## config.mk

```make
export PLATFORM = sky130hd
export DESIGN_NAME = smoothed_volume_with_envelope_unit
export DESIGN_NICKNAME = d
export VERILOG_FILES = /design/src/rtl/svu_pkg.sv /design/src/rtl/svu_sequencer.sv /design/src/rtl/svu_datapath.sv /design/src/rtl/smoothed_volume_with_envelope_unit.sv
export SDC_FILE = /design/constraint.sdc
export NUM_CORES = 2
export LEC_CHECK = 0
export BUFFER_PORTS_ARGS = -buffer_cell sky130_fd_sc_hd__buf_2
export CORE_MARGIN = 3
export CORE_UTILIZATION = 30
export CTS_CLUSTER_SIZE = 12
export DETAILED_ROUTE_END_ITERATION = 7
export GPL_TIMING_DRIVEN = 1
export MAX_ROUTING_LAYER = met4
export SLEW_MARGIN = 15
export SYNTH_ARGS = -nofsm -noshare
export SYNTH_HDL_FRONTEND = slang
export SYNTH_SLANG_ARGS = --single-unit
```

## constraint.sdc

```tcl
create_clock -name i_clk -period 13.2 [get_ports i_clk]
set_input_delay 0.66 -clock i_clk [delete_from_list [all_inputs] [get_ports i_clk]]
set_output_delay 0.66 -clock i_clk [all_outputs]
set_load 0.02 [all_outputs]
```

## src/rtl/svu_pkg.sv

```systemverilog
package svu_pkg;

    // Field widths
    localparam int SAMPLE_W = 16;
    localparam int ENV_W    = 15;
    localparam int DB_W     = 15;
    localparam int VOL_W    = 7;

    // Square-law gain curve
    localparam int LEVEL_STEPS = 128;
    localparam int LVL_IDX_W   = $clog2(LEVEL_STEPS);
    localparam int GAIN_W      = 17;
    localparam logic [GAIN_W-1:0] GAIN_ONE = 17'h10000;
    localparam longint unsigned GAIN_DEN =
        longint'(LEVEL_STEPS - 1) * longint'(LEVEL_STEPS - 1);

    // Shared multiplier
    localparam int MUL_W  = 32;
    localparam int PROD_W = 2 * MUL_W;

    // Reciprocals: floor(y/25) = (y*M200)>>30 for y < 2^30,
    // floor(y/5) = (y*M5)>>20 for y < 2^18
    localparam logic [MUL_W-1:0] C199 = 32'd199;
    localparam logic [MUL_W-1:0] M200 = 32'd42949673;
    localparam logic [MUL_W-1:0] M5   = 32'd209716;
    // 2000*log10(2) in Q16
    localparam logic [MUL_W-1:0] DB_K = 32'd39456605;

    // log2 in Q16
    localparam int MANT_W    = 31;
    localparam int FRAC_BITS = 16;
    localparam int ROUND_W   = $clog2(FRAC_BITS);
    localparam int IPART_W   = 4;
    localparam int LOG_W     = IPART_W + FRAC_BITS;

    localparam logic [15:0]     DB_FLOOR_MAG = 16'd9100;
    localparam logic [DB_W-1:0] DB_FLOOR     = 15'd23668; // -9100

    // Microcode
    localparam int STEP_W = 4;

    typedef logic [GAIN_W-1:0] t_gain_tab [LEVEL_STEPS];

    function automatic t_gain_tab f_gain_tab();
        t_gain_tab t;
        longint unsigned ii;
        for (int k = 0; k < LEVEL_STEPS; k++) begin
            ii = longint'(k);
            t[k] = GAIN_W'((ii * ii * 64'd65536 + GAIN_DEN / 2) / GAIN_DEN);
        end
        return t;
    endfunction

    localparam t_gain_tab GAIN_TAB = f_gain_tab();

    // Same log2 as the datapath; evaluated once for full scale
    function automatic logic [LOG_W-1:0] f_log2_q16(input logic [ENV_W-1:0] x);
        longint unsigned m;
        longint unsigned r;
        int              e;
        e = 0;
        for (int b = 0; b < ENV_W; b++) begin
            if (x[b]) e = b;
        end
        m = longint'(x) << (30 - e);
        r = longint'(e) * 64'd65536;
        for (int k = FRAC_BITS - 1; k >= 0; k--) begin
            m = (m * m) >> 30;
            if (m >= 64'h8000_0000) begin
                m = m >> 1;
                r = r + (64'd1 << k);
            end
        end
        return LOG_W'(r);
    endfunction

    localparam logic [LOG_W-1:0] LOG_FULL = f_log2_q16(15'd32767);

    typedef enum logic [2:0] {
        MA_ZERO,
        MA_GAIN,
        MA_QUOT,
        MA_ABS_S,
        MA_ENV_SUM,
        MA_MANT,
        MA_DB_DIFF
    } t_mul_a;

    typedef enum logic [2:0] {
        MB_ZERO,
        MB_C199,
        MB_M200,
        MB_GAIN,
        MB_M5,
        MB_MANT,
        MB_DBK
    } t_mul_b;

    typedef enum logic [1:0] {
        SQ_NEXT,
        SQ_LOOP,
        SQ_END
    } t_seq;

    typedef struct packed {
        t_mul_a            mul_a;
        t_mul_b            mul_b;
        logic              wr_gain;
        logic              wr_out;
        logic              wr_env;
        logic              ld_norm;
        logic              ld_loop;
        logic              upd_mant;
        logic              wr_result;
        t_seq              seq;
        logic [STEP_W-1:0] target;
    } t_uword;

    localparam t_uword UW_NOP = '{
        mul_a:     MA_ZERO,
        mul_b:     MB_ZERO,
        wr_gain:   1'b0,
        wr_out:    1'b0,
        wr_env:    1'b0,
        ld_norm:   1'b0,
        ld_loop:   1'b0,
        upd_mant:  1'b0,
        wr_result: 1'b0,
        seq:       SQ_NEXT,
        target:    '0
    };

endpackage

```

## src/rtl/svu_sequencer.sv

```systemverilog
module svu_sequencer
    import svu_pkg::*;
(
    input  logic               i_clk,
    input  logic               i_rst_n,
    input  logic               i_start,
    input  logic               i_out_free,
    output logic               o_busy,
    output logic               o_step_en,
    output t_uword             o_uword,
    output logic [ROUND_W-1:0] o_round
);

    localparam logic [STEP_W-1:0] ST_G199   = 4'd0;
    localparam logic [STEP_W-1:0] ST_DIV200 = 4'd1;
    localparam logic [STEP_W-1:0] ST_GAIN   = 4'd2;
    localparam logic [STEP_W-1:0] ST_SCALE  = 4'd3;
    localparam logic [STEP_W-1:0] ST_OUT    = 4'd4;
    localparam logic [STEP_W-1:0] ST_DIV5   = 4'd5;
    localparam logic [STEP_W-1:0] ST_ENV    = 4'd6;
    localparam logic [STEP_W-1:0] ST_NORM   = 4'd7;
    localparam logic [STEP_W-1:0] ST_SQUARE = 4'd8;
    localparam logic [STEP_W-1:0] ST_ROUND  = 4'd9;
    localparam logic [STEP_W-1:0] ST_DBMUL  = 4'd10;
    localparam logic [STEP_W-1:0] ST_RESULT = 4'd11;

    function automatic t_uword f_ucode(input logic [STEP_W-1:0] pc);
        t_uword w;
        w = UW_NOP;
        unique case (pc)
            ST_G199: begin
                w.mul_a = MA_GAIN;
                w.mul_b = MB_C199;
            end
            ST_DIV200: begin
                w.mul_a = MA_QUOT;
                w.mul_b = MB_M200;
            end
            ST_GAIN: begin
                w.wr_gain = 1'b1;
            end
            ST_SCALE: begin
                w.mul_a = MA_ABS_S;
                w.mul_b = MB_GAIN;
            end
            ST_OUT: begin
                w.wr_out = 1'b1;
            end
            ST_DIV5: begin
                w.mul_a = MA_ENV_SUM;
                w.mul_b = MB_M5;
            end
            ST_ENV: begin
                w.wr_env = 1'b1;
            end
            ST_NORM: begin
                w.ld_norm = 1'b1;
                w.ld_loop = 1'b1;
            end
            ST_SQUARE: begin
                w.mul_a = MA_MANT;
                w.mul_b = MB_MANT;
            end
            ST_ROUND: begin
                w.upd_mant = 1'b1;
                w.seq      = SQ_LOOP;
                w.target   = ST_SQUARE;
            end
            ST_DBMUL: begin
                w.mul_a = MA_DB_DIFF;
                w.mul_b = MB_DBK;
            end
            ST_RESULT: begin
                w.wr_result = 1'b1;
                w.seq       = SQ_END;
            end
            default: begin
                w.seq = SQ_END;
            end
        endcase
        return w;
    endfunction

    logic               r_busy;
    logic [STEP_W-1:0]  r_pc;
    logic [ROUND_W-1:0] r_loop;
    t_uword             uw;
    logic               step_en;

    assign uw      = f_ucode(r_pc);
    // hold on the last step while the output register is still full
    assign step_en = r_busy && !(uw.wr_result && !i_out_free);

    always_ff @(posedge i_clk) begin
        if (!i_rst_n) begin
            r_busy <= 1'b0;
            r_pc   <= '0;
            r_loop <= '0;
        end else if (!r_busy) begin
            if (i_start) begin
                r_busy <= 1'b1;
                r_pc   <= ST_G199;
            end
        end else if (step_en) begin
            if (uw.ld_loop) begin
                r_loop <= ROUND_W'(FRAC_BITS - 1);
            end
            unique case (uw.seq)
                SQ_NEXT: begin
                    r_pc <= r_pc + 1'b1;
                end
                SQ_LOOP: begin
                    if (r_loop != '0) begin
                        r_pc   <= uw.target;
                        r_loop <= r_loop - 1'b1;
                    end else begin
                        r_pc <= r_pc + 1'b1;
                    end
                end
                SQ_END: begin
                    r_busy <= 1'b0;
                    r_pc   <= ST_G199;
                end
                default: begin
                    r_busy <= 1'b0;
                    r_pc   <= ST_G199;
                end
            endcase
        end
    end

    assign o_busy    = r_busy;
    assign o_step_en = step_en;
    assign o_uword   = uw;
    assign o_round   = r_loop;

endmodule

```

## src/rtl/svu_datapath.sv

```systemverilog
module svu_datapath
    import svu_pkg::*;
(
    input  logic                       i_clk,
    input  logic                       i_rst_n,
    input  logic                       i_start,
    input  logic signed [SAMPLE_W-1:0] i_sample,
    input  logic [VOL_W-1:0]           i_volume,
    input  logic                       i_mute,
    input  logic                       i_step_en,
    input  t_uword                     i_uword,
    input  logic [ROUND_W-1:0]         i_round,
    output logic signed [SAMPLE_W-1:0] o_out_sample,
    output logic [ENV_W-1:0]           o_envelope,
    output logic signed [DB_W-1:0]     o_level_db
);

    logic [GAIN_W-1:0]    r_gain;
    logic [ENV_W-1:0]     r_env;
    logic [SAMPLE_W-1:0]  r_sample;
    logic [SAMPLE_W-1:0]  r_out_s;
    logic [PROD_W-1:0]    r_prod;
    logic [MANT_W-1:0]    r_mant;
    logic [IPART_W-1:0]   r_ipart;
    logic [FRAC_BITS-1:0] r_frac;
    logic                 r_zero;

    logic [LVL_IDX_W-1:0] idx;
    logic [GAIN_W-1:0]    tgt;
    logic [24:0]          sum200;
    logic [21:0]          quot;
    logic [17:0]          gain_q;
    logic [GAIN_W-1:0]    n_gain;
    logic [16:0]          abs_s;
    logic [16:0]          mag;
    logic [SAMPLE_W-1:0]  n_out_s;
    logic [16:0]          abs_o;
    logic [17:0]          env_sum;
    logic [16:0]          env_q;
    logic [ENV_W-1:0]     n_env;
    logic [IPART_W-1:0]   top_bit;
    logic [4:0]           norm_sh;
    logic [31:0]          mq;
    logic [LOG_W-1:0]     db_diff;
    logic [47:0]          db_round;
    logic [15:0]          db_mag;
    logic [MUL_W-1:0]     mul_a;
    logic [MUL_W-1:0]     mul_b;

    // target gain
    always_comb begin
        if (i_volume > VOL_W'(LEVEL_STEPS - 1)) begin
            idx = LVL_IDX_W'(LEVEL_STEPS - 1);
        end else begin
            idx = LVL_IDX_W'(i_volume);
        end
        tgt = i_mute ? '0 : GAIN_TAB[idx];
    end

    // (199*g + T + 100) / 200 as (x>>3) / 25
    assign sum200 = 25'(r_prod[23:0]) + 25'(tgt) + 25'd100;
    assign quot   = sum200[24:3];
    assign gain_q = r_prod[47:30];
    assign n_gain = (gain_q > 18'(GAIN_ONE)) ? GAIN_ONE : gain_q[GAIN_W-1:0];

    assign abs_s = r_sample[SAMPLE_W-1] ? (~{r_sample[SAMPLE_W-1], r_sample} + 17'd1)
                                        : {1'b0, r_sample};
    assign mag   = r_prod[32:16];

    always_comb begin
        if (r_sample[SAMPLE_W-1]) begin
            n_out_s = (mag > 17'd32768) ? 16'h8000 : SAMPLE_W'(~mag + 17'd1);
        end else begin
            n_out_s = (mag > 17'd32767) ? 16'h7FFF : mag[SAMPLE_W-1:0];
        end
    end

    assign abs_o   = r_out_s[SAMPLE_W-1] ? (~{r_out_s[SAMPLE_W-1], r_out_s} + 17'd1)
                                         : {1'b0, r_out_s};
    assign env_sum = 18'({r_env, 2'b00}) + 18'(abs_o);
    assign env_q   = r_prod[36:20];
    assign n_env   = (env_q > 17'd32767) ? 15'h7FFF : env_q[ENV_W-1:0];

    // position of the top set bit of the envelope
    always_comb begin
        top_bit = '0;
        for (int b = 0; b < ENV_W; b++) begin
            if (r_env[b]) top_bit = IPART_W'(b);
        end
        norm_sh = 5'd30 - 5'(top_bit);
    end

    assign mq       = r_prod[61:30];
    assign db_diff  = LOG_FULL - {r_ipart, r_frac};
    assign db_round = r_prod[47:0] + 48'h0000_8000_0000;
    assign db_mag   = db_round[47:32];

    always_comb begin
        unique case (i_uword.mul_a)
            MA_ZERO:    mul_a = '0;
            MA_GAIN:    mul_a = MUL_W'(r_gain);
            MA_QUOT:    mul_a = MUL_W'(quot);
            MA_ABS_S:   mul_a = MUL_W'(abs_s);
            MA_ENV_SUM: mul_a = MUL_W'(env_sum);
            MA_MANT:    mul_a = MUL_W'(r_mant);
            MA_DB_DIFF: mul_a = MUL_W'(db_diff);
            default:    mul_a = '0;
        endcase
        unique case (i_uword.mul_b)
            MB_ZERO: mul_b = '0;
            MB_C199: mul_b = C199;
            MB_M200: mul_b = M200;
            MB_GAIN: mul_b = MUL_W'(r_gain);
            MB_M5:   mul_b = M5;
            MB_MANT: mul_b = MUL_W'(r_mant);
            MB_DBK:  mul_b = DB_K;
            default: mul_b = '0;
        endcase
    end

    always_ff @(posedge i_clk) begin
        if (!i_rst_n) begin
            r_gain <= GAIN_ONE;
            r_env  <= '0;
        end else if (i_step_en) begin
            if (i_uword.wr_gain) r_gain <= n_gain;
            if (i_uword.wr_env)  r_env  <= n_env;
        end
    end

    always_ff @(posedge i_clk) begin
        if (i_start) begin
            r_sample <= $unsigned(i_sample);
        end
        if (i_step_en) begin
            r_prod <= PROD_W'(mul_a) * PROD_W'(mul_b);
            if (i_uword.wr_out) begin
                r_out_s <= n_out_s;
            end
            if (i_uword.ld_norm) begin
                r_mant  <= MANT_W'(32'(r_env) << norm_sh);
                r_ipart <= top_bit;
                r_frac  <= '0;
                r_zero  <= (r_env == '0);
            end
            if (i_uword.upd_mant) begin
                if (mq[31]) begin
                    r_mant          <= mq[31:1];
                    r_frac[i_round] <= 1'b1;
                end else begin
                    r_mant <= mq[MANT_W-1:0];
                end
            end
        end
    end

    assign o_out_sample = $signed(r_out_s);
    assign o_envelope   = r_env;
    assign o_level_db   = (r_zero || db_mag > DB_FLOOR_MAG) ? $signed(DB_FLOOR)
                                                            : $signed(DB_W'(~db_mag + 16'd1));

endmodule

```

## src/rtl/smoothed_volume_with_envelope_unit.sv

```systemverilog
// Smoothed volume stage with envelope follower. Each sample request moves a Q1.16 gain one
// step (coefficient 1/200) toward the square-law target (volume_level/127)^2, or toward zero
// when mute is set, scales the sample by it (truncated toward zero), updates the envelope
// 0.8*env + 0.2*|out| and reports that envelope in 0.01 dB below full scale, floored at
// -9100. One shared 32x32 multiplier is driven by a 12-step microcode program; most of a
// request's run is the 16 squaring rounds of the log2, each a square step and a round step.
// A request is accepted only when the unit is idle; the last step stalls while the output
// register is still full. The next sample is accepted while a result waits to be taken.
// Configuration registers: index 0 volume_level (reset 127), index 1 mute (reset 0); write
// them only while no request is in flight.
module smoothed_volume_with_envelope_unit
    import svu_pkg::*;
(
    input  logic                       i_clk,
    input  logic                       i_rst_n,
    input  logic                       i_in_valid,
    output logic                       o_in_ready,
    input  logic signed [SAMPLE_W-1:0] i_sample,
    output logic                       o_out_valid,
    input  logic                       i_out_ready,
    output logic signed [SAMPLE_W-1:0] o_out_sample,
    output logic [ENV_W-1:0]           o_envelope,
    output logic signed [DB_W-1:0]     o_level_db_centi,
    input  logic                       i_cfg_valid,
    output logic                       o_cfg_ready,
    input  logic [1:0]                 i_cfg_index,
    input  logic [VOL_W-1:0]           i_cfg_data
);

    localparam logic [1:0] CFG_VOLUME = 2'd0;
    localparam logic [1:0] CFG_MUTE   = 2'd1;

    logic [VOL_W-1:0]           r_volume;
    logic                       r_mute;
    logic                       r_out_valid;
    logic signed [SAMPLE_W-1:0] r_out_sample;
    logic [ENV_W-1:0]           r_envelope;
    logic signed [DB_W-1:0]     r_level_db;

    logic                       start;
    logic                       out_free;
    logic                       busy;
    logic                       step_en;
    t_uword                     uword;
    logic [ROUND_W-1:0]         round;
    logic                       load_result;
    logic signed [SAMPLE_W-1:0] dp_out_sample;
    logic [ENV_W-1:0]           dp_envelope;
    logic signed [DB_W-1:0]     dp_level_db;

    assign o_in_ready  = !busy;
    assign start       = i_in_valid && !busy;
    assign out_free    = !r_out_valid || i_out_ready;
    assign load_result = step_en && uword.wr_result;
    assign o_cfg_ready = 1'b1;

    svu_sequencer u_seq (
        .i_clk      (i_clk),
        .i_rst_n    (i_rst_n),
        .i_start    (start),
        .i_out_free (out_free),
        .o_busy     (busy),
        .o_step_en  (step_en),
        .o_uword    (uword),
        .o_round    (round)
    );

    svu_datapath u_dp (
        .i_clk        (i_clk),
        .i_rst_n      (i_rst_n),
        .i_start      (start),
        .i_sample     (i_sample),
        .i_volume     (r_volume),
        .i_mute       (r_mute),
        .i_step_en    (step_en),
        .i_uword      (uword),
        .i_round      (round),
        .o_out_sample (dp_out_sample),
        .o_envelope   (dp_envelope),
        .o_level_db   (dp_level_db)
    );

    always_ff @(posedge i_clk) begin
        if (!i_rst_n) begin
            r_volume <= 7'd127;
            r_mute   <= 1'b0;
        end else if (i_cfg_valid) begin
            unique case (i_cfg_index)
                CFG_VOLUME: r_volume <= i_cfg_data;
                CFG_MUTE:   r_mute   <= i_cfg_data[0];
                default:    ;
            endcase
        end
    end

    always_ff @(posedge i_clk) begin
        if (!i_rst_n) begin
            r_out_valid <= 1'b0;
        end else if (load_result) begin
            r_out_valid <= 1'b1;
        end else if (i_out_ready) begin
            r_out_valid <= 1'b0;
        end
    end

    always_ff @(posedge i_clk) begin
        if (load_result) begin
            r_out_sample <= dp_out_sample;
            r_envelope   <= dp_envelope;
            r_level_db   <= dp_level_db;
        end
    end

    assign o_out_valid      = r_out_valid;
    assign o_out_sample     = r_out_sample;
    assign o_envelope       = r_envelope;
    assign o_level_db_centi = r_level_db;

endmodule

```

# Word level (Yosys, flattened, before mapping)
# Memory sizes are Yosys's and may differ from the RTL's.
# Cells that the tools add are included.
# Widths: inputs -> output; s select.
dict set report word_totals {
  register_bits 242
  latchBits 0
  ramBits 0
  romBits 2176
  inputBits 30
  out_inout_bits 49
  elab_cells 163
  n_memories 1
}
# memory depth word_bits rd rd_clocked_by_memory_dff write_ports line_no
set mem_list {}
lappend mem_list {{(no name shown)} 128 17 1 0 0 svu_datapath.sv:57} ;# tgt = i_mute ? '0 : GAIN_TAB[idx];
dict set report classes {
  add_sub_neg 12
  n_mul 1
  div_mod_pow 0
  n_lt_le_gt_ge 9
  eq_ne 26
  shifts 1
  mux 59
  n_bitwise 6
  n_reduce_logical 30
}
# cell count
set op_table {}
lappend op_table {{$pmux 31 s6} 2}
lappend op_table {{$mux 16} 7}
lappend op_table {{$mux 17} 6}
lappend op_table {{$mux 31} 3}
lappend op_table {{$mul 31x31->62} 1}
lappend op_table {{$mux 4} 15}
lappend op_table {{$add 48x32->48 const B} 1}
lappend op_table {{$pmux 6 s6} 1}
lappend op_table {{$add 17x1->17 const B} 2}
lappend op_table {{$gt 17x15->1 const B} 2}
lappend op_table {{$not 17->17} 2}
lappend op_table {{$shl 15x5->31} 1}
lappend op_table {{$add 24x17->25} 1}
lappend op_table {{$add 25x7->25 const B} 1}
lappend op_table {{$sub 20x20->20 const A} 1}
lappend op_table {{$add 17x17->18} 1}
lappend op_table {{$eq 3x3->1 const B} 6}
lappend op_table {{$gt 18x17->1 const B} 1}
lappend op_table {{$reduce_and 2->1} 9}
lappend op_table {{$gt 17x16->1 const B} 1}
lappend op_table {{$add 16x1->16 const B} 1}
lappend op_table {{$eq 4x3->1 const B} 4}
lappend op_table {{$eq 4x4->1 const B} 4}
lappend op_table {{$gt 16x14->1 const B} 1}
lappend op_table {{other kinds (36)} 70}

# Depth between registers and ports, before layout
dict set report depth {
  word_depth 18
  mapped_depth 56
  ltp_nobuf 53
}

# Hierarchy
# Synthesis repeated with hierarchy kept, for this count alone.
dict set report hier_totals {
  cells_unflattened 5576
  area_unflattened_um2 48487.8
}
# mod n_inst cells_per_inst area_each_um2 seq_area_each_um2
set modules_own_cells {}
lappend modules_own_cells {svu_datapath 1 5395 45919.0 5024.8}
lappend modules_own_cells {smoothed_volume_with_envelope_unit 1 90 1810.5 1561.5}
lappend modules_own_cells {svu_sequencer 1 91 758.2 180.2}

# Worst setup path before layout
# OpenSTA, ideal clock, no wires.
dict set report synth_path {
  kind {register -> register}
  start {register r_volume[0]}
  end {register u_dp.r_prod[56], data pin}
  setup_time_ps 266
  t_arrival_ps 11893
  required_time_ps 12934
  path_slack_ps 1041
  path_stages_with_launch 53
  path_buffers 8
  synth_period_minus_slack_ps 12159
  path_cell_list {dfxtp_1 > buf_2 > clkbuf_1 > buf_1 > clkbuf_1 > ha_1 > clkbuf_1 > nand2_1 > nand2_1 > a221oi_1 > a211oi_1 > o21ai_0 > and3_1 > ha_1 > inv_1 > ha_1 > and3_1 > o211ai_1 > [... 17 more ...] > fa_1 > inv_1 > fa_1 > inv_1 > fa_1 > inv_1 > ha_1 > clkbuf_1 > nand3_1 > a2111oi_0 > o31a_1 > nor3_1 > o41ai_1 > nor3_1 > o31ai_1 > a31oi_1 > o21ai_1 > xor2_1}
}
dict set report synth_between {
  elab_chain_len 11
}
# element line_no
set synth_lines {}
lappend synth_lines {{start, declared} smoothed_volume_with_envelope_unit.sv:33} ;# logic [VOL_W-1:0] r_volume;
lappend synth_lines {{start signal, assigned} smoothed_volume_with_envelope_unit.sv:89} ;# CFG_VOLUME: r_volume <= i_cfg_data;
lappend synth_lines {{$gt 7x7->1} svu_datapath.sv:52} ;# if (i_volume > VOL_W'(LEVEL_STEPS - 1)) begin
lappend synth_lines {{$mux 7 *} svu_datapath.sv:52}
lappend synth_lines {{$not 7->8 (implied by the code) *} svu_datapath.sv:57}
lappend synth_lines {{$mem_v2 128x17 *} -}
lappend synth_lines {{$mux 17 (implied by the code) * (2 in a row)} svu_datapath.sv:57}
lappend synth_lines {{$mux 17 *} svu_datapath.sv:57}
lappend synth_lines {{$add 24x17->25 *} svu_datapath.sv:61} ;# assign sum200 = 25'(r_prod[23:0]) + 25'(tgt) + 25'd100;
lappend synth_lines {{$add 25x7->25 *} svu_datapath.sv:61}
lappend synth_lines {{$pmux 31 s6 *} svu_datapath.sv:99} ;# unique case (i_uword.mul_a)
lappend synth_lines {{$mul 31x31->62 *} svu_datapath.sv:136} ;# r_prod <= PROD_W'(mul_a) * PROD_W'(mul_b);
lappend synth_lines {{end signal, assigned} svu_datapath.sv:136}
lappend synth_lines {{end, declared} svu_datapath.sv:22} ;# logic [PROD_W-1:0] r_prod;
# Every way passes the cells marked *; elsewhere a longest branch is shown, timed or not. The select of a mux whose other input is x is not followed.
# A chain may end at the register's enable or synchronous reset.

# Worst setup path in the final report
dict set report layout_path {
  start {register r_volume[1]}
  end {register u_dp.r_prod[53], data pin}
}
# Same word-level chain as after synthesis.

==> metrics.csv <==
metric,value,unit
utilization,33.8,%
holdWs,255,ps
core,157000,sq um
yosysTopAreaCellShare,34.9,%
holdCritStartpoint,i_sample[5],
r2r-end,u_dp.r_prod[53],
first_pass_iters,6,
synthArstFlopShare,0,%
grt-ovfl-total,0,
synth_enable_flop_cells,192,
setup_viol,0,
drive_gt1_share,9.93,%
cap_violations,0,
hold_path_depth,1,
nets,6756,
gp_congestion,0.995,
fin_crit_sh,97.1,%
wl_per_cell,24.6,um
r2r_slack,390,ps
final_common_cell,inv_1,
dp.cells,7599,
die_w,405,um
synthXorXnorAreaFrac,2.68,%
synth_area_leaders,"fa_1 (35%), edfxtp_1 (12%), ha_1 (8.5%)",
die_h,405,um
syn_area,47800,sq um
power,0.00325,W
synth_simple_gate_area_share,14.7,%
cts_max_path_buffers,3,
crit_path_frequent_cell,fa_1,
worstMarginPinSlew,1290,ps
layout_common_cells,"inv_1 (1026), fa_1 (832), nand2_1 (700), nor2_1 (451), ha_1 (322)",
clk_latency,600,ps
wl,188,mm
synth-main-ff-cell,edfxtp_1,
critPathMaxStageDelay,580,ps
p_per_area,61.2,nW/um^2
min_path_type,primary input to flop,
cts_tree,built,
cts_max_level,1,
critPathArrivalTime,13140,ps
grt_use_total,23.4,%
ys_warn_count,0,
numCtsBuffers,26,
synthDistinctLibCells,92,
r2r-start,r_volume[1],
cts.clk_slew.worst_paths,60,ps
syn-num-nets,6639,
synth_adder_area_share,43.3,%
grt_pass1_wl,278,mm
relSlewSlack,14.2,%
rows,145,
hold_path_end,u_dp.r_sample[5],
final_cells,7654,
syn_to_final_growth,11.4,%
peakVddDrop,0.0890,mV
status,finished clean,
drc,0,
path_max_fanout,10,
yosys.area.top_type,fa_1,
synth_top_family_by_area,adder cells,
worst-setup-path-type,flop to flop,
synthMuxAreaShare,1.56,%
portBuffers,77,
cellLeakagePower,25.4,nW
die-area,164000,sq um
slowest_stage,fa_1,
ys_seq_area_share,14.2,%
grt_max_degree,95,
final.setup.tns,0,ps
max_freq,78.0,MHz
io_pins,79,
start_kind,flop,
drtIter0Drc,4052,
grt_pass1_vias,42400,
vias,41400,
post_drt_via_cell_ratio,5.41,
avgSynthCellArea,8.76,sq um
period_needed,12810,ps
cts_hold_buf,0,
dpl.hpwl,150,mm
clkSinkCount,242,
synth_compound_area_share,13.0,%
skew,27.6,ps
syn_inst,5454,
cp_data_required_time,13530,ps
slew_viol_final,0,
start_util,30.4,%
antenna_left,0,
end_kind,flop,
ff2ff_path_depth,46,
antenna_found_initial,4,
hold_viol,0,
cts_root_buffer,clkbuf_16,
ys_seq_elements,242,
==> flip-flops by register name (all words and copies together) (netlist names) <==
name and cells:
u_dp.o_envelope 15, u_dp.r_zero 1, r_volume 7, u_dp.o_out_sample 16
r_mute 1, u_dp.r_ipart 4, o_out_sample 16, u_dp.r_sample 16
o_level_db_centi 15, u_seq.o_round 4, o_envelope 15, o_out_valid 1
u_dp.r_frac 16, u_dp.r_gain 17, u_dp.r_prod 62, u_seq.o_busy 1
u_dp.r_mant 31, u_seq.r_pc 4
==> kinds of logic (layout without fill, tap and decap cells) <==
| logic type | Yosys count | after routing |
|---|---|---|
| muxes | 61 | 61 |
| and+or+nand+nor | 1588 | 1588 |
| other | 2 | 7 |
| buffers and inverters | 1334 | 1471 |
| DFF | 242 | 242 |
| AOI/OAI and AO/OA | 926 | 926 |
| xor gates and xnor gates | 146 | 146 |
| adders and majority gates | 1155 | 1155 |
==> layer usage <==
metal,track usage (%),wire (um),part of all wire (%),vias to the layer above
li1,-,-,-,17800
met1,30.5,76000,40,21000
met2,36.0,84100,45,2184
met3,4.49,18100,9.6,473
met4,9.40,9830,5.2,0
met5,-,0,0,-
==> stage by stage <==
stage	setup slack, ps	area (sq um)
2_1_floorplan	1040	47800
3_3_place_gp	85.1	52200
3_5_place_dp	1.77	52200
4_1_cts	55.2	53000
5_1_grt	-10.5	53200
6_report	386	53200
==> power by group <==
group | total (W) | internal, W | switching (W)
clock | 0.000732 | 0.000396 | 0.000336
combinational | 0.00157 | 0.000561 | 0.00101
sequential | 0.000952 | 0.000878 | 0.0000739
==> synthesized netlist by cell type (all sizes together) (34+ instances only) <==
master	count
inv	1029
fa	832
nand2	700
nor2	457
ha	323
clkbuf	259
a21oi	240
edfxtp	192
o21ai	170
xnor2	83
a21o	82
xor2	63
nor3	60
and2	56
and3	55
nand3	54
dfxtp	50
mux2i	45
nand2b	45
nor2b	42
a31oi	41
buf	41
o22ai	38
a211oi	34
==> worst max-delay path by stage <==
stage	start	to	slack, ps	cells past startpoint
after global routing	r_volume[2]	u_dp.r_prod[58]	-10	54
after CTS	r_volume[1]	u_dp.r_prod[61]	60	51
after global placement	r_volume[1]	u_dp.r_prod[52]	90	48
final	r_volume[1]	u_dp.r_prod[53]	390	46
after detailed placement	r_volume[1]	u_dp.r_prod[58]	2	52
after floorplan	r_volume[0]	u_dp.r_prod[56]	1040	52
==> critical path: cells and delay by family (launching register included) <==
family | cells | cell delay, ps
buffers and inverters | 4 | 600
xor gates and xnor gates | 1 | 110
AOI/OAI and AO/OA | 19 | 4360
adders and majority gates | 13 | 5520
DFF | 1 | 320
and+or+nand+nor | 8 | 1170
muxes | 1 | 470
==> repair_timing <==
item                       4_1_cts  5_1_grt
gates resized for setup          1       43
pin swaps                        0        5
setup buffers                    0        2
setup endpoints to repair        2       26
==> cell type report <==
class	instances	area (sq um)
diodes	5	12.5
flip-flops and latches	242	6770
well taps	2058	2570
multi-input cells	3878	36300
inverters	1034	3880
clock inverters	7	92.6
clock buffers	41	717
repair buffers	389	2850
fillers	16300	104000
(Power assumes the default switching activity.)
